$ cat src/sv/fds_pkg.sv
// Fall detection sequencer package: event, phase, command and display codes,
// configuration register map and the control state record.
// No dependencies.
package fds_pkg;

    // Event kinds carried in the mode field of an input word
    typedef enum logic [2:0] {
        MODE_SEC_TICK   = 3'd0,
        MODE_BLINK_TICK = 3'd1,
        MODE_POWER_BTN  = 3'd2,
        MODE_RESET_BTN  = 3'd3,
        MODE_SENSOR     = 3'd4
    } mode_t;

    typedef enum logic [1:0] {
        PH_ARMED     = 2'd0,
        PH_FREE_FALL = 2'd1,
        PH_IMPACT    = 2'd2,
        PH_FALLEN    = 2'd3
    } phase_t;

    // Sensor reconfiguration commands
    typedef enum logic [1:0] {
        CMD_NONE      = 2'd0,
        CMD_ARM_FF    = 2'd1,
        CMD_MOTION    = 2'd2,
        CMD_FREE_FALL = 2'd3
    } cmd_t;

    typedef enum logic [1:0] {
        DISP_BLANK = 2'd0,
        DISP_ZERO  = 2'd1,
        DISP_ONE   = 2'd2
    } display_t;

    // APB register map (word index = paddr[4:2])
    localparam int unsigned APB_ADDR_W = 5;
    localparam int unsigned APB_DATA_W = 32;

    localparam logic [2:0] REG_TIMEOUT = 3'd0;
    localparam logic [2:0] REG_TILT    = 3'd1;
    localparam logic [2:0] REG_REF_X   = 3'd2;
    localparam logic [2:0] REG_REF_Y   = 3'd3;
    localparam logic [2:0] REG_REF_Z   = 3'd4;

    localparam logic        [15:0] TIMEOUT_RST = 16'd5;
    localparam logic        [7:0]  TILT_RST    = 8'd5;
    localparam logic signed [7:0]  REF_X_RST   = 8'sd0;
    localparam logic signed [7:0]  REF_Y_RST   = -8'sd16;
    localparam logic signed [7:0]  REF_Z_RST   = 8'sd0;

    typedef struct packed {
        logic        [15:0] timeout_ticks;
        logic        [7:0]  tilt_threshold;
        logic signed [7:0]  ref_x;
        logic signed [7:0]  ref_y;
        logic signed [7:0]  ref_z;
    } cfg_t;

    // Control state kept between events; also forms most of a result word
    typedef struct packed {
        phase_t   phase;
        logic     active;
        logic     red;
        logic     green;
        display_t display;
    } ctrl_state_t;

endpackage

$ cat src/sv/fds_ifs.sv
// Fall detection sequencer channel interfaces: event input and result output.
// Plain valid/ready handshake; a word moves when valid and ready are both high.
// No dependencies.
interface fds_evt_if;
    logic              valid;
    logic              ready;
    logic        [2:0] mode;
    logic signed [7:0] accel_x;
    logic signed [7:0] accel_y;
    logic signed [7:0] accel_z;

    modport source (output valid, mode, accel_x, accel_y, accel_z, input ready);
    modport sink   (input valid, mode, accel_x, accel_y, accel_z, output ready);
endinterface

interface fds_res_if;
    logic       valid;
    logic       ready;
    logic [1:0] sensor_command;
    logic [1:0] phase;
    logic       is_active;
    logic       red_light;
    logic       green_light;
    logic [1:0] display_code;

    modport source (output valid, sensor_command, phase, is_active, red_light,
                    green_light, display_code, input ready);
    modport sink   (input valid, sensor_command, phase, is_active, red_light,
                    green_light, display_code, output ready);
endinterface

$ cat src/sv/fds_cfg_regs.sv
// Fall detection sequencer configuration registers behind an APB-style port.
// Depends on fds_pkg.
module fds_cfg_regs (
    input  logic                                clk,
    input  logic                                rst_n,
    input  logic                                psel,
    input  logic                                penable,
    input  logic                                pwrite,
    input  logic [fds_pkg::APB_ADDR_W-1:0]      paddr,
    input  logic [fds_pkg::APB_DATA_W-1:0]      pwdata,
    output logic [fds_pkg::APB_DATA_W-1:0]      prdata,
    output logic                                pready,
    output fds_pkg::cfg_t                       cfg
);

    fds_pkg::cfg_t cfg_reg;
    logic [2:0]    reg_idx;
    logic          wr_en;

    assign reg_idx = paddr[4:2];
    assign wr_en   = psel && penable && pwrite;
    assign pready  = 1'b1;
    assign cfg     = cfg_reg;

    always_ff @(posedge clk or negedge rst_n)
    begin
        if (!rst_n)
        begin
            cfg_reg.timeout_ticks  <= fds_pkg::TIMEOUT_RST;
            cfg_reg.tilt_threshold <= fds_pkg::TILT_RST;
            cfg_reg.ref_x          <= fds_pkg::REF_X_RST;
            cfg_reg.ref_y          <= fds_pkg::REF_Y_RST;
            cfg_reg.ref_z          <= fds_pkg::REF_Z_RST;
        end
        else if (wr_en)
        begin
            case (reg_idx)
                fds_pkg::REG_TIMEOUT: cfg_reg.timeout_ticks  <= pwdata[15:0];
                fds_pkg::REG_TILT:    cfg_reg.tilt_threshold <= pwdata[7:0];
                fds_pkg::REG_REF_X:   cfg_reg.ref_x          <= pwdata[7:0];
                fds_pkg::REG_REF_Y:   cfg_reg.ref_y          <= pwdata[7:0];
                fds_pkg::REG_REF_Z:   cfg_reg.ref_z          <= pwdata[7:0];
                default: ;
            endcase
        end
    end

    // Signed references read back sign-extended
    always_comb
    begin
        case (reg_idx)
            fds_pkg::REG_TIMEOUT: prdata = {16'd0, cfg_reg.timeout_ticks};
            fds_pkg::REG_TILT:    prdata = {24'd0, cfg_reg.tilt_threshold};
            fds_pkg::REG_REF_X:   prdata = {{24{cfg_reg.ref_x[7]}}, cfg_reg.ref_x};
            fds_pkg::REG_REF_Y:   prdata = {{24{cfg_reg.ref_y[7]}}, cfg_reg.ref_y};
            fds_pkg::REG_REF_Z:   prdata = {{24{cfg_reg.ref_z[7]}}, cfg_reg.ref_z};
            default:              prdata = '0;
        endcase
    end

endmodule

$ cat src/sv/fds_step.sv
// Fall detection sequencer event step: next control state, tick counters and
// sensor command for one event. Purely combinational.
// Depends on fds_pkg.
module fds_step #(
    parameter int unsigned TICK_WIDTH = 16
) (
    input  fds_pkg::ctrl_state_t    state_cur,
    input  logic [TICK_WIDTH-1:0]   tick_cur,
    input  logic [TICK_WIDTH-1:0]   last_cur,
    input  fds_pkg::cfg_t           cfg,
    input  logic [2:0]              mode,
    input  logic signed [7:0]       accel_x,
    input  logic signed [7:0]       accel_y,
    input  logic signed [7:0]       accel_z,
    output fds_pkg::ctrl_state_t    state_nxt,
    output logic [TICK_WIDTH-1:0]   tick_nxt,
    output logic [TICK_WIDTH-1:0]   last_nxt,
    output fds_pkg::cmd_t           cmd
);

    localparam int unsigned CMP_W = (TICK_WIDTH > 16) ? TICK_WIDTH : 16;

    function automatic logic [8:0] abs_diff(logic signed [7:0] a, logic signed [7:0] b);
        logic [8:0] d;
        d = {a[7], a} - {b[7], b};
        return d[8] ? (~d + 9'd1) : d;
    endfunction

    fds_pkg::phase_t       event_phase;
    fds_pkg::cmd_t         event_cmd;
    logic                  fell;
    logic                  timed_out;
    logic [TICK_WIDTH-1:0] elapsed;
    logic [8:0]            thr;

    assign thr  = {1'b0, cfg.tilt_threshold};
    assign fell = (abs_diff(accel_y, cfg.ref_y) >= thr) &&
                  ((abs_diff(accel_x, cfg.ref_x) >= thr) ||
                   (abs_diff(accel_z, cfg.ref_z) >= thr));

    // Phase as moved by the event itself, plus tick bookkeeping
    always_comb
    begin
        event_phase = state_cur.phase;
        tick_nxt    = tick_cur;
        last_nxt    = last_cur;
        case (mode)
            fds_pkg::MODE_SEC_TICK:
                tick_nxt = tick_cur + TICK_WIDTH'(1);
            fds_pkg::MODE_POWER_BTN:
                if (!state_cur.active)
                    event_phase = fds_pkg::PH_ARMED;
            fds_pkg::MODE_RESET_BTN:
                if (state_cur.active)
                    event_phase = fds_pkg::PH_ARMED;
            fds_pkg::MODE_SENSOR:
                if (state_cur.active)
                begin
                    last_nxt = tick_cur;
                    unique case (state_cur.phase)
                        fds_pkg::PH_ARMED:     event_phase = fds_pkg::PH_FREE_FALL;
                        fds_pkg::PH_FREE_FALL: event_phase = fds_pkg::PH_IMPACT;
                        fds_pkg::PH_IMPACT:    event_phase = fell ? fds_pkg::PH_FALLEN
                                                                  : fds_pkg::PH_ARMED;
                        fds_pkg::PH_FALLEN:    event_phase = fds_pkg::PH_FALLEN;
                    endcase
                end
            default: ;
        endcase
    end

    // Timeout: drop back to armed once the wait since the last sensor word runs out
    assign elapsed = tick_nxt - last_nxt;

    always_comb
    begin
        timed_out = 1'b0;
        if (event_phase == fds_pkg::PH_FREE_FALL || event_phase == fds_pkg::PH_IMPACT)
            timed_out = CMP_W'(elapsed) >= CMP_W'(cfg.timeout_ticks);
    end

    // Phase, command, LEDs, display and active flag
    always_comb
    begin
        event_cmd         = fds_pkg::CMD_NONE;
        state_nxt.phase   = timed_out ? fds_pkg::PH_ARMED : event_phase;
        state_nxt.active  = state_cur.active;
        state_nxt.red     = state_cur.red;
        state_nxt.green   = state_cur.green;
        state_nxt.display = state_cur.display;
        case (mode)
            fds_pkg::MODE_SEC_TICK:
                if (state_cur.active)
                    state_nxt.green = !state_cur.green;
            fds_pkg::MODE_BLINK_TICK:
                if (state_cur.active && state_cur.phase == fds_pkg::PH_FALLEN)
                    state_nxt.red = !state_cur.red;
            fds_pkg::MODE_POWER_BTN:
                if (!state_cur.active)
                begin
                    state_nxt.active  = 1'b1;
                    event_cmd         = fds_pkg::CMD_ARM_FF;
                    state_nxt.green   = 1'b1;
                    state_nxt.display = fds_pkg::DISP_ZERO;
                end
                else
                begin
                    state_nxt.active  = 1'b0;
                    state_nxt.display = fds_pkg::DISP_BLANK;
                    state_nxt.red     = 1'b0;
                    state_nxt.green   = 1'b0;
                end
            fds_pkg::MODE_RESET_BTN:
                if (state_cur.active)
                begin
                    event_cmd         = fds_pkg::CMD_ARM_FF;
                    state_nxt.display = fds_pkg::DISP_ZERO;
                    state_nxt.red     = 1'b0;
                end
            fds_pkg::MODE_SENSOR:
                if (state_cur.active)
                begin
                    unique case (state_cur.phase)
                        fds_pkg::PH_ARMED:     event_cmd = fds_pkg::CMD_MOTION;
                        fds_pkg::PH_FREE_FALL: event_cmd = fds_pkg::CMD_FREE_FALL;
                        fds_pkg::PH_IMPACT:
                            if (fell)
                            begin
                                state_nxt.red     = 1'b1;
                                state_nxt.display = fds_pkg::DISP_ONE;
                            end
                            else
                                event_cmd = fds_pkg::CMD_ARM_FF;
                        fds_pkg::PH_FALLEN:    event_cmd = fds_pkg::CMD_NONE;
                    endcase
                end
            default: ;
        endcase
        cmd = timed_out ? fds_pkg::CMD_ARM_FF : event_cmd;
    end

endmodule

$ cat src/sv/fall_detect_sequencer.sv
// Fall detection sequencer top level: event input register, step logic,
// control state and result register. Depends on fds_pkg, fds_ifs, fds_cfg_regs, fds_step.
// A word accepted into the input register is stepped into the control state and result
// register once the result register is free or being emptied. Throughput: one event word
// per cycle unless results stall; the step logic closes its state loop combinationally.
// Reset: rst_n is asynchronous, active low; clears phase, flags, LEDs, display,
// tick counters and both pipeline valids, and loads the register defaults.
module fall_detect_sequencer #(
    parameter int unsigned TICK_WIDTH = 16
) (
    input  logic                             clk,
    input  logic                             rst_n,
    fds_evt_if.sink                          evt,
    fds_res_if.source                        res,
    input  logic                             psel,
    input  logic                             penable,
    input  logic                             pwrite,
    input  logic [fds_pkg::APB_ADDR_W-1:0]   paddr,
    input  logic [fds_pkg::APB_DATA_W-1:0]   pwdata,
    output logic [fds_pkg::APB_DATA_W-1:0]   prdata,
    output logic                             pready
);

    fds_pkg::cfg_t cfg;

    // Input stage: one event word waiting for the step logic
    logic              in_valid_reg;
    logic              in_valid_next;
    logic        [2:0] in_mode_reg;
    logic signed [7:0] in_x_reg;
    logic signed [7:0] in_y_reg;
    logic signed [7:0] in_z_reg;

    // Control state; it also supplies the result fields other than the command
    fds_pkg::ctrl_state_t  ctrl_reg;
    fds_pkg::ctrl_state_t  ctrl_next;
    logic [TICK_WIDTH-1:0] tick_reg;
    logic [TICK_WIDTH-1:0] tick_next;
    logic [TICK_WIDTH-1:0] last_tick_reg;
    logic [TICK_WIDTH-1:0] last_tick_next;

    // Result stage
    logic          out_valid_reg;
    logic          out_valid_next;
    fds_pkg::cmd_t cmd_reg;
    fds_pkg::cmd_t cmd_next;

    logic take_in;   // event word enters the input stage
    logic advance;   // result register free or being emptied this cycle
    logic fire;      // step the waiting word and commit its state

    fds_cfg_regs u_cfg (
        .clk     (clk),
        .rst_n   (rst_n),
        .psel    (psel),
        .penable (penable),
        .pwrite  (pwrite),
        .paddr   (paddr),
        .pwdata  (pwdata),
        .prdata  (prdata),
        .pready  (pready),
        .cfg     (cfg)
    );

    fds_step #(
        .TICK_WIDTH (TICK_WIDTH)
    ) u_step (
        .state_cur (ctrl_reg),
        .tick_cur  (tick_reg),
        .last_cur  (last_tick_reg),
        .cfg       (cfg),
        .mode      (in_mode_reg),
        .accel_x   (in_x_reg),
        .accel_y   (in_y_reg),
        .accel_z   (in_z_reg),
        .state_nxt (ctrl_next),
        .tick_nxt  (tick_next),
        .last_nxt  (last_tick_next),
        .cmd       (cmd_next)
    );

    // Handshake: the input stage refills in the same cycle it drains, so a
    // stalled result only blocks new words once the input stage is also full.
    assign advance   = !out_valid_reg || res.ready;
    assign fire      = in_valid_reg && advance;
    assign evt.ready = !in_valid_reg || advance;
    assign take_in   = evt.valid && evt.ready;

    assign in_valid_next  = take_in || (in_valid_reg && !advance);
    assign out_valid_next = fire || (out_valid_reg && !res.ready);

    always_ff @(posedge clk or negedge rst_n)
    begin
        if (!rst_n)
        begin
            in_valid_reg  <= 1'b0;
            out_valid_reg <= 1'b0;
        end
        else
        begin
            in_valid_reg  <= in_valid_next;
            out_valid_reg <= out_valid_next;
        end
    end

    // Capture the event word; payload needs no reset
    always_ff @(posedge clk)
    begin
        if (take_in)
        begin
            in_mode_reg <= evt.mode;
            in_x_reg    <= evt.accel_x;
            in_y_reg    <= evt.accel_y;
            in_z_reg    <= evt.accel_z;
        end
    end

    // Commit state and command together, so the result register and the
    // control state always describe the same event
    always_ff @(posedge clk or negedge rst_n)
    begin
        if (!rst_n)
        begin
            ctrl_reg.phase   <= fds_pkg::PH_ARMED;
            ctrl_reg.active  <= 1'b0;
            ctrl_reg.red     <= 1'b0;
            ctrl_reg.green   <= 1'b0;
            ctrl_reg.display <= fds_pkg::DISP_BLANK;
            tick_reg         <= '0;
            last_tick_reg    <= '0;
        end
        else if (fire)
        begin
            ctrl_reg      <= ctrl_next;
            tick_reg      <= tick_next;
            last_tick_reg <= last_tick_next;
        end
    end

    always_ff @(posedge clk)
    begin
        if (fire)
            cmd_reg <= cmd_next;
    end

    // Result word: command from the result register, the rest from state
    assign res.valid          = out_valid_reg;
    assign res.sensor_command = cmd_reg;
    assign res.phase          = ctrl_reg.phase;
    assign res.is_active      = ctrl_reg.active;
    assign res.red_light      = ctrl_reg.red;
    assign res.green_light    = ctrl_reg.green;
    assign res.display_code   = ctrl_reg.display;

    // A result only appears after a waiting word was stepped
    assert property (@(posedge clk) disable iff (!rst_n)
        $rose(out_valid_reg) |-> $past(in_valid_reg))
        else $error("result appeared without a waiting event word");

    // A stalled result freezes the state it reports
    assert property (@(posedge clk) disable iff (!rst_n)
        (out_valid_reg && !res.ready) |=> ($stable(ctrl_reg) && $stable(tick_reg)))
        else $error("state moved while result was stalled");

    // Alarm LED only lit while active and fallen
    assert property (@(posedge clk) disable iff (!rst_n)
        ctrl_reg.red |-> (ctrl_reg.active && ctrl_reg.phase == fds_pkg::PH_FALLEN))
        else $error("alarm LED lit outside fallen phase");

    // Standby keeps display blank and activity LED off
    assert property (@(posedge clk) disable iff (!rst_n)
        !ctrl_reg.active |-> (ctrl_reg.display == fds_pkg::DISP_BLANK && !ctrl_reg.green))
        else $error("display or activity LED on in standby");

endmodule

$ cat src/flat_wrapper.sv
// flat-port wrapper written by rule: the top's interface ports become plain ports
module fall_detect_sequencer_flat 
#(
    parameter int unsigned TICK_WIDTH = 16
)
  (clk, rst_n, psel, penable, pwrite, paddr, pwdata, prdata, pready, evt_valid, evt_mode, evt_accel_x, evt_accel_y, evt_accel_z, evt_ready, res_valid, res_sensor_command, res_phase, res_is_active, res_red_light, res_green_light, res_display_code, res_ready);
  fds_evt_if evt_i ();
  fds_res_if res_i ();
  input  logic clk;
  input  logic rst_n;
  input  logic psel;
  input  logic penable;
  input  logic pwrite;
  input  logic [fds_pkg::APB_ADDR_W-1:0] paddr;
  input  logic [fds_pkg::APB_DATA_W-1:0] pwdata;
  output logic [fds_pkg::APB_DATA_W-1:0] prdata;
  output logic pready;
  input wire logic [$bits(evt_i.valid)-1:0] evt_valid;
  input wire logic [$bits(evt_i.mode)-1:0] evt_mode;
  input wire logic [$bits(evt_i.accel_x)-1:0] evt_accel_x;
  input wire logic [$bits(evt_i.accel_y)-1:0] evt_accel_y;
  input wire logic [$bits(evt_i.accel_z)-1:0] evt_accel_z;
  output wire logic [$bits(evt_i.ready)-1:0] evt_ready;
  output wire logic [$bits(res_i.valid)-1:0] res_valid;
  output wire logic [$bits(res_i.sensor_command)-1:0] res_sensor_command;
  output wire logic [$bits(res_i.phase)-1:0] res_phase;
  output wire logic [$bits(res_i.is_active)-1:0] res_is_active;
  output wire logic [$bits(res_i.red_light)-1:0] res_red_light;
  output wire logic [$bits(res_i.green_light)-1:0] res_green_light;
  output wire logic [$bits(res_i.display_code)-1:0] res_display_code;
  input wire logic [$bits(res_i.ready)-1:0] res_ready;
  assign evt_i.valid = evt_valid;
  assign evt_i.mode = evt_mode;
  assign evt_i.accel_x = evt_accel_x;
  assign evt_i.accel_y = evt_accel_y;
  assign evt_i.accel_z = evt_accel_z;
  assign evt_ready = evt_i.ready;
  assign res_valid = res_i.valid;
  assign res_sensor_command = res_i.sensor_command;
  assign res_phase = res_i.phase;
  assign res_is_active = res_i.is_active;
  assign res_red_light = res_i.red_light;
  assign res_green_light = res_i.green_light;
  assign res_display_code = res_i.display_code;
  assign res_i.ready = res_ready;
  fall_detect_sequencer #(.TICK_WIDTH(TICK_WIDTH)) u_core (.clk(clk), .rst_n(rst_n), .evt(evt_i), .res(res_i), .psel(psel), .penable(penable), .pwrite(pwrite), .paddr(paddr), .pwdata(pwdata), .prdata(prdata), .pready(pready));
endmodule
$ cat config.mk
export PLATFORM = sky130hd
export DESIGN_NAME = fall_detect_sequencer_flat
export DESIGN_NICKNAME = d
export VERILOG_FILES = /design/src/sv/fds_pkg.sv /design/src/sv/fds_ifs.sv /design/src/sv/fds_cfg_regs.sv /design/src/sv/fds_step.sv /design/src/sv/fall_detect_sequencer.sv /design/src/flat_wrapper.sv
export SDC_FILE = /design/constraint.sdc
export NUM_CORES = 1
export LEC_CHECK = 0
export BUFFER_PORTS_ARGS = -buffer_cell sky130_fd_sc_hd__clkbuf_2
export CORE_MARGIN = 2
export CORE_UTILIZATION = 60
export CTS_CLUSTER_SIZE = 20
export DETAILED_ROUTE_END_ITERATION = 10
export GPL_ROUTABILITY_DRIVEN = 0
export GPL_TIMING_DRIVEN = 0
export PLACE_DENSITY = 0.81
export SLEW_MARGIN = 0
export SYNTH_ARGS = -nofsm -noshare
export SYNTH_HDL_FRONTEND = slang
export SYNTH_SLANG_ARGS = --single-unit
$ cat constraint.sdc
create_clock -name clk -period 9.5 [get_ports clk]
set_input_delay 1.9 -clock clk [delete_from_list [all_inputs] [get_ports clk]]
set_output_delay 1.9 -clock clk [all_outputs]
set_load 0.02 [all_outputs]
# Word-level counts from Yosys, hierarchy flattened
# Cells that the tools add are included.
# word_totals
regBits,118
input_bits,71
output_inout_bits,44
word_cells,126
# classes
n_addsub,8
n_lt_le_gt_ge,4
n_eq_ne,20
mux,36
bitwise_logic,3
n_reduce_logical,36
# op_table
op,n
32-bit one-hot mux with 5 select lines,1
16-bit two-way mux,3
"9-bit by 1-bit adder with 9-bit output, second input constant",3
9-bit by 8-bit >= comparator with 1-bit output,3
9-bit two-way mux,3
9-bit NOT,3
8-bit by 8-bit subtractor with 9-bit output,3
2-bit two-way mux,10
2-bit one-hot mux with 3 select lines,3
"16-bit by 1-bit adder with 16-bit output, second input constant",1
16-bit >= comparator,1
2-bit one-hot mux with 4 select lines,2
16-bit subtractor,1
"3-bit by 2-bit == test with 1-bit output, second input constant",4
2-bit AND reduction,6
1-bit two-way mux,11
1-bit logical AND,8
"2-bit by 1-bit != test with 1-bit output, second input constant",4
7-bit AND reduction,1
"2-bit == test, second input constant",3
"3-bit by 1-bit == test with 1-bit output, second input constant",2
"3-bit == test, second input constant",2
1-bit logical NOT,6
3-bit logical NOT,2
12 further kinds,21

# Logic depth before layout (Yosys ltp)
# Gate-level depths: netlist (run 1).
# logic_depth
ltp_word,15
mapped_depth,26

# Modules after synthesis
# A second synthesis (run 1) with hierarchy kept.
# hier_totals
hier_cells,878
hier_area_um2,9078.7
# by_module_without_submodules
mod,n_inst,cells_per_inst,area_per_inst_um2,seq_area_each_um2
fds_step,1,581,4126.5,0.0
fall_detect_sequencer,1,120,2582.5,1896.8
fds_cfg_regs,1,177,2369.8,1211.2

# Least setup slack after synthesis (run 1)
# OpenSTA, ideal clock, no wires.
# synth_path
path_type,input to output
from,input port paddr[4] (netlist name)
to,output port prdata[7] (netlist name)
t_arrival_ns,3.876
slack_ns,3.724
stages,5
path_buffers,1
path_cell_list,nor2b_1 buf_1 nand2_1 o22ai_1 or2_2
# synth_via
elab_chain_len,2
# synth_lines
item,line_no,text
start: declaration,flat_wrapper.sv:14,input logic [fds_pkg::APB_ADDR_W-1:0] paddr;
"3-bit == test, or another cell as far along",fds_cfg_regs.sv:51,case (reg_idx)
32-bit one-hot mux with 5 select lines *,fds_cfg_regs.sv:51,
end: declaration,flat_wrapper.sv:16,output logic [fds_pkg::APB_DATA_W-1:0] prdata;
# Every way passes the cells marked *; elsewhere a longest branch is shown, timed or not.

# Final worst setup path (run 1)
# layout_path
from,register u_core.in_mode_reg[2]
to,"register u_core.cmd_reg[0], in the netlist u_core.res.sensor_command[0] (data pin)"
# layout_via
elab_chain_len,5
# layout_lines
item,line_no,text
start: declaration,fall_detect_sequencer.sv:29,logic [2:0] in_mode_reg;
start signal: assignment,fall_detect_sequencer.sv:111,in_mode_reg <= evt.mode;
"3-bit == test, or another cell as far along","fds_step.sv:47, fds_step.sv:91",
16-bit two-way mux or 2-bit one-hot mux with 3 select lines (tied branches),fds_step.sv:47,case (mode)
"16-bit subtractor, or another cell as far along",fds_step.sv:73,assign elapsed = tick_nxt - last_nxt;
16-bit >= comparator or 1-bit logical OR (tied branches),"fds_step.sv:79, fds_step.sv:78",
1-bit two-way mux,fds_step.sv:78,if (event_phase == fds_pkg::PH_FREE_FALL || event_phase == fds_pkg::PH_IMPACT)
end signal: assignment,fall_detect_sequencer.sv:143,cmd_reg <= cmd_next;
end: declaration,fall_detect_sequencer.sv:45,fds_pkg::cmd_t cmd_reg;
# Parallel ways exist; a longest one is shown, timed or not.
# A chain may end at the register's enable or synchronous reset.

==> key figures, run 1 <==
Synth
  – Synthesized Nets: 1060
  – Cell variety after synth: 66
  – Cells after synthesis: 902
  – Yosys top cell area share: 23.9%
  – EDFF count, synth: 29
  – Synth async-reset ratio: 75.4%
  – Synth area leader: dfrtp_1
  – Mean Syn Cell Area: 9.39 sq um
  – Most used DFF post-synth: dfrtp_1
  – Total number of yosys warnings: 0
  – Most area-consuming cells after synthesis: dfrtp_1 (24%), ha_1 (12%), edfxtp_1 (10%), xnor2_1 (5.5%), mux2_2 (4.3%)
  – Yosys reg bits: 118
  – Cell Area, Synth: 0.00847 sq mm
  – Sequential-to-total area share from yosys stat: 36.7%

Setup path
  – Type of origin of the critical path: register
  – Crit Path Max Fanout: 10
  – Critical Path RT: 9.67 ns
  – Crit end category: register
  – Critical Path AT: 6.21 ns
  – Critical path class: reg2reg

Global routing
  – Initial antenna violation count: 0
  – Largest net degree at the start of global routing: 54
  – M1 GR Usage: 33.2%
  – First-pass GRT wire length: 32600 microns
  – GRT Total Usage: 28.0%
  – GRT met3 Usage: 5.81%
  – Gr busiest metal: met2
  – Vias in the first global route: 6897
  – GR Util met2: 48.7%
  – Total congestion overflow: 0

Route
  – Via count: 7026
  – DRC Markers: 0
  – DR vias/cell: 5.81
  – ANT nets after route: 0
  – Routed WL: 20100 microns
  – TritonRoute pass-1 iters: 7
  – Average wire per standard cell: 16.6 microns
  – Initial DRC count: 427

Timing
  – Worst Skew: 0.00849 ns
  – RSZ-0062 raised after global routing: false
  – Final period utilization: 63.6%
  – Hold_ws: 0.482 ns
  – Final Hold Fails: 0
  – Least-Margin Pin Slew: 1.27 ns
  – Fin. max-slew vios: 0
  – Worst slew margin: 15.0%
  – Tmin final: 6.04 ns
  – Setup ws final: 3.46 ns
  – F_max: 165 MHz
  – Setup_tns: 0 ns
  – Final setup violating endpoints: 0

Clocking
  – H-tree depth: 4
  – Clk slew on worst S/H paths: 0.06 ns
  – Post_cts resized: 0
  – Post-CTS setup buffers: 0
  – CTS tree: built
  – Clk_lat worst skew: 0.42 ns
  – Clock Sinks: 118
  – TritonCTS Buffers: 17
  – Clock Path Buffers: 2
  – Root buf cell: clkbuf_16
  – Hold buffer count at cts: 0

Power
  – P_leak: 0.00462 uW
  – Peak VDD IR: 0.000154 V
  – Power Dens Cells: 267 mW/mm^2

Layout
  – P&R area growth vs syn: 16.1%
  – Max reg flops: 48
  – Layout cell share with drive strength beyond 1: 19.7%
  – N_diodes: 0
  – Non-Filler Instances: 1210
  – Nets: 1175

Placement
  – Cells after DPL: 1178
  – Detailed placer's ending HPWL: 15000 microns
  – IO buf count: 95
  – DP Worst Slack: 3.60 ns

Die
  – Die area: 0.0151 sq mm
  – # rows: 43
  – Chip Width: 123 microns
  – Initial Util: 61.3%
  – Chip height: 123 microns
  – Core area: 0.0138 sq mm
  – IO Pins: 115

Hold path
  – HP Class: reg2reg

Run status
  – Outcome: complete, no violations

Flow run
  – Max-cap violations: 0
kinds of logic after synthesis:
kind of cell | synth area share (%)
DFF | 36.7
xor gates and xnor gates | 8.06
and+or+nand+nor | 14.2
muxes | 6.26
AOI/OAI and AO/OA | 16.2
buffers and inverters | 5.39
adders and majority gates | 13.2
other | 0.0443
worst paths after layout:
path | from | slack [ns] | endpoint | cells after the start
worst max-delay path | u_core.in_mode_reg[2] | 3.46 | u_core.res.sensor_command[0] | 21
worst min-delay path | u_core.last_tick_reg[0] | 0.48 | u_core.last_tick_reg[0] | 2
worst max register to register | u_core.in_mode_reg[2] | 3.46 | u_core.res.sensor_command[0] | 21
worst min register to register | u_core.last_tick_reg[0] | 0.48 | u_core.last_tick_reg[0] | 2
max in group asynchronous | rst_n | 7.32 | u_core.u_cfg.cfg[32] | 2
min in group asynchronous | rst_n | 1.49 | u_core.u_cfg.cfg[5] | 1
cells in the mapped netlist, drive strengths merged (18+ instances only):
cell type and count:
a21oi 35, buf 20, clkbuf 22, dfrtp 81, nor3 18, edfxtp 29
a21o 19, o21ai 72, inv 62, nand2 97, xor2 25, ha 83
mux2 32, nor2 42, xnor2 53
placed cells by master, fill, tap and decap left out, types with 5 or more instances in the layout:
cell type / netlist / layout
a211oi_1: 9 / 9
a21o_1: 19 / 19
a21oi_1: 35 / 35
a22oi_1: 15 / 15
a31oi_1: 8 / 8
and2_1: 5 / 5
and3_1: 9 / 9
buf_4: 16 / 16
clkbuf_1: 22 / 22
clkbuf_16: 0 / 19
clkbuf_2: 0 / 94
dfrtp_1: 81 / 81
dfstp_2: 8 / 8
edfxtp_1: 29 / 29
ha_1: 83 / 83
inv_1: 62 / 62
mux2_2: 32 / 32
mux2i_1: 17 / 17
nand2_1: 96 / 96
nand2b_1: 16 / 16
nand3_1: 15 / 15
nand4_1: 6 / 6
nor2_1: 42 / 42
nor2b_1: 17 / 17
nor3_1: 17 / 17
o21a_1: 8 / 8
o21ai_0: 70 / 70
o22ai_1: 12 / 11
o31ai_1: 5 / 5
or2_2: 5 / 5
xnor2_1: 53 / 53
xor2_1: 25 / 25
report_power, final:
part / leakage (uW) / total [uW] / switching (uW) / internal [uW]
logic: 0.00291 / 1290 / 719 / 574
registers: 0.00140 / 661 / 58.5 / 602
clock network: 0.000313 / 674 / 236 / 438
area by class of cell:
type                            count  area (sq um)
Sequential cell                   118          3110
Buffer                             42           220
Clock inverter                     10           113
Inverter                           63           236
Timing Repair Buffer               96           505
Fill cell                        1039          3990
Tap cell                          180           225
Multi-Input combinational cell    679          4910
Clock buffer                       22           517
routing by layer:
layer	routed length (microns)	share of wire [%]
met1	8320	41
met4	708	3.5
met2	10200	51
met3	899	4.5
met5	0	0
through the flow:
stage / total power (uW) / instance area (sq um) / utilization, %
final: 2630 / 9840 / 71.2
after CTS: 2630 / 9840 / 71.2
after floorplan: 1640 / 8470 / -
after global placement: 1890 / 9170 / 66.3
after detailed placement: 1940 / 9210 / 66.6
after global routing: 2840 / 9840 / 71.2
worst max-delay path, stage by stage (launching register included):
cell and delay (ns):
edfxtp_1 0.38, clkbuf_1 0.37, nand2_1 0.21, nor2_1 0.25, buf_1 0.57, mux2i_1 0.40, ha_1 0.28, nor2b_1 0.13
o21a_1 0.17, o21ai_0 0.35, a211oi_1 0.19, o31ai_1 0.40, xnor2_1 0.18, ha_1 0.26, and4_1 0.23, a2111oi_0 0.45
nand2_1 0.10, a31oi_1 0.16, o21bai_1 0.09, a21oi_1 0.37, a211o_1 0.17, o21ai_1 0.06
Note: power is estimated with default switching activity, not from simulation.
==> inputs of run 2 (changes only) <==
- ABC_AREA: unset -> 1
- CORE_UTILIZATION: 60 -> 53
- PLACE_DENSITY: 0.81 -> 0.75
- clock period: 9.5 -> 5.2 ns (I/O delays scaled with it)
==> run 2 against run 1 <==
Clock power up 62%. Core utilization down 7.8 points. Wire length up 8.5%. First-iteration DRC count up 69%. Sequential share of layout area down 0.81 points. Synthesized area up 2.5%. Non-clock buffer count down 3. Final area up 2.6%. Critical endpoint unchanged. Maximum frequency up 25%. Cell count up 23%. Synthesized cell count up 27%.
==> key figures, run 2 <==
Timing
  – Worst slew margin: 25.0% (+9.9 points)
  – Final period utilization: 93.3% (+30 points)
  – Final Hold Fails: 0 (unchanged)
  – Setup_tns: 0 ns (unchanged)
  – RSZ-0062 raised after global routing: false
  – Final setup violating endpoints: 0 (unchanged)
  – Least-Margin Pin Slew: 1.12 ns (-0.150 ns)
  – Tmin final: 4.85 ns (-1.19 ns)
  – Worst Skew: 0.0100 ns (+0.00152 ns)
  – Fin. max-slew vios: 0 (unchanged)
  – F_max: 206 MHz (+25%)
  – Setup ws final: 0.347 ns (-3.11 ns)

Layout
  – N_diodes: 0 (unchanged)
  – Fill count: 1408 (+36%)
  – Nets: 1420 (+21%)
  – Fin area: 0.0101 sq mm (+2.6%)
  – Max reg flops: 48 (unchanged)
  – Fin util: 63.3% (-7.8 points)
  – Layout cell share with drive strength beyond 1: 14.6% (-5.1 points)
  – P&R area growth vs syn: 16.3%
  – Most frequent cells in the layout: nand2_1 (295), inv_1 (185), o21ai_0 (112)
  – Most common cell after layout, fill and taps aside: nand2_1

Hold path
  – HP Class: reg2reg

Die
  – Chip Width: 132 microns (+7.5%)
  – Die area: 0.0174 sq mm (+16%)
  – IO Pins: 115 (unchanged)
  – Core area: 0.0159 sq mm (+15%)
  – # rows: 46 (+7.0%)
  – Chip height: 132 microns (+7.5%)
  – Initial Util: 54.5% (-6.8 points)

Global routing
  – Total congestion overflow: 0 (unchanged)
  – First-pass GRT wire length: 36100 microns (+10%)
  – Initial antenna violation count: 0 (unchanged)
  – Largest net degree at the start of global routing: 55 (+1.9%)
  – GRT Total Usage: 25.6% (-2.4 points)
  – Vias in the first global route: 7450 (+8.0%)

Route
  – TritonRoute pass-1 iters: 7 (unchanged)
  – DRC Markers: 0 (unchanged)
  – Average wire per standard cell: 14.6 microns (-12%)
  – Initial DRC count: 721 (+69%)
  – Routed WL: 21800 microns (+8.5%)
  – DR vias/cell: 5.34 (-8.1%)
  – Via count: 7954 (+13%)
  – ANT nets after route: 0 (unchanged)

Placement
  – Detailed placer's ending HPWL: 16500 microns (+10%)
  – DP Worst Slack: -0.739 ns (-4.34 ns)
  – IO buf count: 95 (unchanged)
  – Cell Area, Placed: 0.00946 sq mm (+2.7%)

Clocking
  – Clock Sinks: 118 (unchanged)
  – Root buf cell: clkbuf_16
  – Clock Path Buffers: 2 (unchanged)
  – Clk_lat worst skew: 0.43 ns (about the same)
  – TritonCTS Buffers: 17 (unchanged)
  – CTS tree: built
  – Hold buffer count at cts: 0 (unchanged)
  – Clk slew on worst S/H paths: 0.06 ns (about the same)
  – H-tree depth: 4 (unchanged)

Synth
  – Most area-consuming cells after synthesis: dfrtp_1 (23%), nand2_1 (13%), ha_1 (12%), edfxtp_1 (10%), inv_1 (8.0%)
  – Synth Area in Compound Gates: 13.2% (-2.9 points)
  – Sequential-to-total area share from yosys stat: 35.8% (-0.90 points)
  – Adder-cell share of the synthesized area: 12.9% (-0.32 points)
  – Synth Area in XOR/XNOR: 4.84% (-3.2 points)
  – Largest family of logic cells by synthesized area: simple AND/OR/NAND/NOR gates
  – Yosys reg bits: 118 (unchanged)
  – Mean Syn Cell Area: 7.60 sq um (-19%)
  – Most frequent cells after synthesis: nand2_1 (295), inv_1 (185), o21ai_0 (115)
  – Cell Area, Synth: 0.00868 sq mm (+2.5%)
  – Post-synthesis simple-gate area fraction: 22.3% (+8.1 points)
  – Count leader, synth: nand2_1
  – Cell variety after synth: 49 (-26%)
  – Cells after synthesis: 1142 (+27%)
  – Yosys top cell area share: 23.3% (-0.59 points)
  – Post-synthesis mux area share: 0.706% (-5.6 points)
  – Most used DFF post-synth: dfrtp_1
  – Synth area leader: dfrtp_1
  – EDFF count, synth: 29 (unchanged)
  – Synthesized Nets: 1300 (+23%)
  – Synth async-reset ratio: 75.4% (unchanged)
  – Total number of yosys warnings: 0 (unchanged)

Power
  – P_leak: 0.00522 uW (+13%)
  – Peak VDD IR: 0.000376 V (+140%)
  – Power Dens Cells: 505 mW/mm^2 (+89%)
  – Tot Pwr: 5100 uW (+94%)

Setup path
  – Critical Path RT: 5.37 ns (-4.30 ns)
  – Slowest cell on the critical path: edfxtp_1
  – Type of origin of the critical path: register
  – Largest delay contributor family on the critical path: compound AO/OA/AOI/OAI gates
  – Most numerous cell on the critical path: nand2_1
  – Crit end category: register
  – Largest stage delay, worst path: 0.41 ns (-0.16 ns)
  – Critical Path AT: 5.03 ns (-1.18 ns)
  – Crit Path Max Fanout: 9 (-1)
  – Critical path class: reg2reg
  – CP bufs+invs: 4 (+2)

Run status
  – Outcome: complete, no violations

Flow run
  – Max-cap violations: 0 (unchanged)
## run 2: cell count changes in the layout (fill, tap and decap cells not counted), moves of 16 or more
cell      previous run  this run
nor2_1              42        65
mux2_2              32         1
nand3_1             15        40
inv_1               62       185
o21ai_0             70       112
xnor2_1             53        11
nand2b_1            16         0
a21oi_1             35        54
nor2b_1             17         0
nand2_1             96       295
## run 2: cell families after synthesis
kind of cell	Yosys count
xor+xnor	48
compound gates	209
simple gates	452
buf+inv	221
fa+ha+maj	87
mux	6
other cells	1
flops	118
## run 2: final timing paths
path / from / end / slack [ns] / cells after the start
max: u_core.in_mode_reg[0] / u_core.res.sensor_command[0] / 0.35 / 29
min: u_core.last_tick_reg[1] / u_core.last_tick_reg[1] / 0.48 / 2
max reg2reg: u_core.in_mode_reg[0] / u_core.res.sensor_command[0] / 0.35 / 29
min reg2reg: u_core.last_tick_reg[1] / u_core.last_tick_reg[1] / 0.48 / 2
max in group asynchronous: rst_n / u_core.u_cfg.cfg[24] / 3.86 / 2
min in group asynchronous: rst_n / u_core.res.green_light / 0.61 / 1
## run 2: stage by stage
stage,instances,hold WS (ns)
5_1_grt,1490,0.504
3_5_place_dp,1454,0.466
3_3_place_gp,1453,0.462
4_1_cts,1486,0.479
6_report,1490,0.477
2_1_floorplan,1142,0.446
## run 2: tightest hold or removal path: stages, from the launching register on
cell and delay (ns):
dfrtp_1 0.34, nand2_1 0.05, o21ai_0 0.05
## run 2: routing by layer
metal / share of wire [%] / track usage, % / vias up
met4: 2.3 / 8.33 / 0
met5: 0 / 0 / -
met1: 46 / 35.1 / 3680
met3: 6.5 / 5.38 / 44
li1: - / - / 3954
met2: 45 / 40.8 / 276
## run 2: layout make-up
cell class,instances,area (sq um),area share (%)
timing repair buffer,102,554,5.49
multi-input combinational,803,4720,46.8
tap,216,270,2.68
clock inverter,8,52.6,0.520
sequential,118,3110,30.8
clock buffer,23,489,4.85
buffer,33,199,1.97
inverter,187,702,6.95
## run 2: what timing repair did
item / 4_1_cts / 5_1_grt
setup buffers: 2 / 4
resized for setup: 8 / 12
gates cloned: 0 / 0
setup endpoints to repair: 4 / 4
pin swaps: 1 / 3
## run 2: power by group
group | switching (uW) | internal [uW]
Clock | 438 | 656
Combinational | 1650 | 1070
Sequential | 137 | 1140
==> inputs of run 3 (changes only) <==
- CORE_UTILIZATION: 53 -> 54
- PLACE_DENSITY: 0.75 -> 0.76
- REMOVE_ABC_BUFFERS: unset -> 1
- SYNTH_HIERARCHICAL: unset -> 1
==> run 3 against run 2 <==
Non-clock buffer count fell by 34. Final area up 4.9%. Total power down 7.2%. Synthesized area increased by 8.6%. Clock-buffer cell count stayed put. First-iteration DRC count decreased by 14%. Combinational power decreased by 15%. Setup slack better by 0.10 ns.
==> key figures, run 3 <==
Run status
  – Outcome: complete, no violations

Setup path
  – Crit end category: register
  – Reg2Reg Depth: 31 (+6.9%)
  – Critical path class: reg2reg
  – Critical Path AT: 5.10 ns (+0.07 ns)
  – Reg2Reg Launch Point: u_core/in_mode_reg[0]
  – Slowest cell on the critical path: edfxtp_1
  – Type of origin of the critical path: register
  – Largest stage delay, worst path: 0.43 ns (+0.02 ns)
  – Reg2reg end: u_core/res.phase[1]
  – Crit Path Max Fanout: 7 (-2)
  – Critical Path RT: 5.55 ns (+0.18 ns)
  – Setup slack, reg-to-reg: 0.45 ns (+0.10 ns)
  – Most numerous cell on the critical path: nand2_1

Layout
  – Multi-input gate area: 0.00533 sq mm (+13%)
  – Most frequent cells in the layout: nand2_1 (415), inv_1 (180), nand3_1 (105)
  – Max reg flops: 48 (unchanged)
  – Fin area: 0.0106 sq mm (+4.9%)
  – Sequential cell area: 0.00311 sq mm (about the same)
  – P&R area growth vs syn: 12.2%
  – Most common cell after layout, fill and taps aside: nand2_1
  – Fill count: 1579 (+12%)
  – Fin util: 61.6% (-1.7 points)
  – Non-Filler Instances: 1610 (+8.1%)
  – Nets: 1531 (+7.8%)
  – N_diodes: 0 (unchanged)
  – Layout cell share with drive strength beyond 1: 14.1% (-0.52 points)

Synth
  – Total number of yosys warnings: 6 (+6)
  – Synth Area in Compound Gates: 8.22% (-5.0 points)
  – Largest family of logic cells by synthesized area: simple AND/OR/NAND/NOR gates
  – Yosys top cell area share: 21.5% (-1.9 points)
  – Adder-cell share of the synthesized area: 12.0% (-0.89 points)
  – Most used DFF post-synth: dfrtp_1
  – Yosys reg bits: 118 (unchanged)
  – EDFF count, synth: 29 (unchanged)
  – Synth async-reset ratio: 75.4% (unchanged)
  – Post-synthesis mux area share: 0% (-0.71 points)
  – Most area-consuming cells after synthesis: dfrtp_1 (21%), nand2_1 (17%), ha_1 (11%), edfxtp_1 (9.2%), inv_1 (7.2%)
  – Sequential-to-total area share from yosys stat: 32.9% (-2.8 points)
  – Cell Area, Synth: 0.00943 sq mm (+8.6%)
  – Cell variety after synth: 49 (unchanged)
  – Synth area leader: dfrtp_1
  – Mean Syn Cell Area: 7.27 sq um (-4.4%)
  – Synth Area in XOR/XNOR: 4.54% (-0.30 points)
  – Count leader, synth: nand2_1
  – Most frequent cells after synthesis: nand2_1 (415), inv_1 (181), nand3_1 (106)
  – Post-synthesis simple-gate area fraction: 31.5% (+9.3 points)
  – Cells after synthesis: 1298 (+14%)

Global routing
  – Initial antenna violation count: 0 (unchanged)
  – GRT Total Usage: 25.4% (-0.25 points)
  – Vias in the first global route: 7903 (+6.1%)
  – Largest net degree at the start of global routing: 51 (-7.3%)
  – First-pass GRT wire length: 37200 microns (+3.0%)
  – Total congestion overflow: 0 (unchanged)

Power
  – Clock share of power: 25.2% (+3.7 points)
  – Sw Share: 41.3% (-2.4 points)
  – Power Dens Cells: 447 mW/mm^2 (-11%)
  – Peak VDD IR: 0.000284 V (-24%)
  – Flop pwr share: 25.8% (+0.7 points)
  – P_sw: 1960 uW (-12%)
  – P_leak: 0.00571 uW (+9.3%)
  – Int Pwr: 2770 uW (-3.3%)
  – Gate power share: 49.0% (-4.4 points)

Route
  – ANT nets after route: 0 (unchanged)
  – Via count: 8539 (+7.4%)
  – Average wire per standard cell: 14.2 microns (-3.0%)
  – DRC Markers: 0 (unchanged)
  – TritonRoute pass-1 iters: 6 (-1)
  – Routed WL: 22800 microns (+4.8%)
  – Initial DRC count: 621 (-14%)
  – DR vias/cell: 5.30 (-0.65%)

Clocking
  – Hold buffer count at cts: 0 (unchanged)
  – Root buf cell: clkbuf_16
  – CTS tree: built
  – Clock Sinks: 118 (unchanged)
  – Clock Path Buffers: 2 (unchanged)
  – Clk slew on worst S/H paths: 0.06 ns (about the same)
  – H-tree depth: 4 (unchanged)
  – TritonCTS Buffers: 17 (unchanged)
  – Clk_lat worst skew: 0.42 ns (about the same)

Timing
  – Least-Margin Pin Slew: 1.28 ns (+0.158 ns)
  – Worst Skew: 0.00999 ns (-0.0000306 ns)
  – F_max: 211 MHz (+2.2%)
  – Setup_tns: 0 ns (unchanged)
  – Final setup violating endpoints: 0 (unchanged)
  – Fin. max-slew vios: 0 (unchanged)
  – Worst slew margin: 14.4% (-11 points)
  – Final Hold Fails: 0 (unchanged)
  – Tmin final: 4.75 ns (-0.104 ns)
  – Final period utilization: 91.3% (-2.0 points)
  – Hold_ws: 0.465 ns (-0.0121 ns)

Die
  – Chip Width: 136 microns (+3.2%)
  – # rows: 48 (+4.3%)
  – IO Pins: 115 (unchanged)
  – Initial Util: 54.9% (+0.44 points)
  – Core area: 0.0172 sq mm (+7.7%)
  – Die area: 0.0185 sq mm (+6.4%)
  – Chip height: 136 microns (+3.2%)

Hold path
  – HP Class: reg2reg
  – Hold Path Sink: u_core/last_tick_reg[4]
  – Hold_sp: u_core/last_tick_reg[4]
  – Hold Crit Depth: 2 (unchanged)

Placement
  – Cells after DPL: 1573 (+8.2%)
  – IO buf count: 95 (unchanged)
  – Detailed placer's ending HPWL: 16400 microns (-0.94%)
  – Cell Area, Placed: 0.00994 sq mm (+5.0%)

Flow run
  – Max-cap violations: 0 (unchanged)
==> run 3: changes by cell type in the layout (fill, tap and decap cells not counted), moves of 7 or more <==
| cell | change |
|---|---|
| nand2_1 | +120 |
| o21ai_0 | -37 |
| xor2_1 | -8 |
| a221oi_1 | -7 |
| buf_4 | -18 |
| nand2_2 | +10 |
| nor2_1 | -10 |
| nand3_1 | +65 |
| a21oi_1 | -21 |
| nand4_1 | +13 |
| clkbuf_1 | -12 |
| xnor2_1 | +7 |
| o21ai_1 | +7 |
==> run 3: area by class of cell <==
type	count	area share (%)
Tap cell	225	2.66
Timing Repair inverter	1	0.0473
Multi-Input combinational cell	946	50.3
Timing Repair Buffer	101	5.37
Clock buffer	23	4.33
Inverter	187	6.67
Clock inverter	9	1.23
Sequential cell	118	29.4
==> run 3: logic make-up after synthesis <==
group | after synthesis
adder cells (fa/ha/maj) | 88
other | 1
flip-flops | 118
AND/OR/NAND/NOR | 668
buffers and inverters | 234
XOR/XNOR | 48
AO/OA/AOI/OAI | 141
==> run 3: worst max path at each step <==
stage | from | end | cells past startpoint
floorplan | paddr[4] | prdata[16] | 5
global placement | u_core/in_mode_reg[0] | u_core/res.phase[1] | 31
detailed placement | u_core/in_mode_reg[0] | u_core/res.phase[1] | 32
CTS | u_core/in_mode_reg[0] | u_core/res.phase[1] | 31
global route | u_core/in_mode_reg[0] | u_core/res.phase[1] | 32
finish | u_core/in_mode_reg[0] | u_core/res.phase[1] | 31
==> run 3: timing repair <==
| action | CTS | global route |
|---|---|---|
| resized for setup | 2 | 5 |
| pin swaps | 0 | 1 |
| setup buffers | 2 | 2 |
| cloned | 1 | 0 |
| setup endpoints to repair | 4 | 4 |
==> run 3: metrics by stage <==
stage,setup slack (ns),power (uW)
after global placement,-0.0277,3420
after CTS,0.0912,4730
after floorplan,0.595,2970
final,0.451,4730
after detailed placement,-0.0672,3500
after global routing,-0.0285,5160
==> run 3: worst max-delay path, delay by kind of cell, from the launching register on <==
| family | cells | cell delay, ns |
|---|---|---|
| fa+ha+maj | 2 | 0.64 |
| xor+xnor | 1 | 0.14 |
| compound gates | 4 | 0.82 |
| buf+inv | 5 | 0.65 |
| simple gates | 19 | 1.98 |
| flops | 1 | 0.43 |
==> run 3: routing by layer <==
metal / vias to the layer above / part of all wire (%) / GRT usage [%]
met5: - / 0 / 0
met4: 0 / 2.7 / 9.66
met3: 49 / 6.5 / 5.22
met2: 307 / 46 / 41.7
met1: 3867 / 45 / 33.0
li1: 4316 / - / -
==> run 3: power by group through the flow <==
stage / logic (uW) / registers (uW) / clock network (uW)
4_1_cts: 2300 / 1220 / 1210
6_report: 2320 / 1220 / 1190
3_3_place_gp: 2190 / 1230 / 0
2_1_floorplan: 1770 / 1200 / 0
3_5_place_dp: 2270 / 1230 / 0
5_1_grt: 2680 / 1240 / 1250
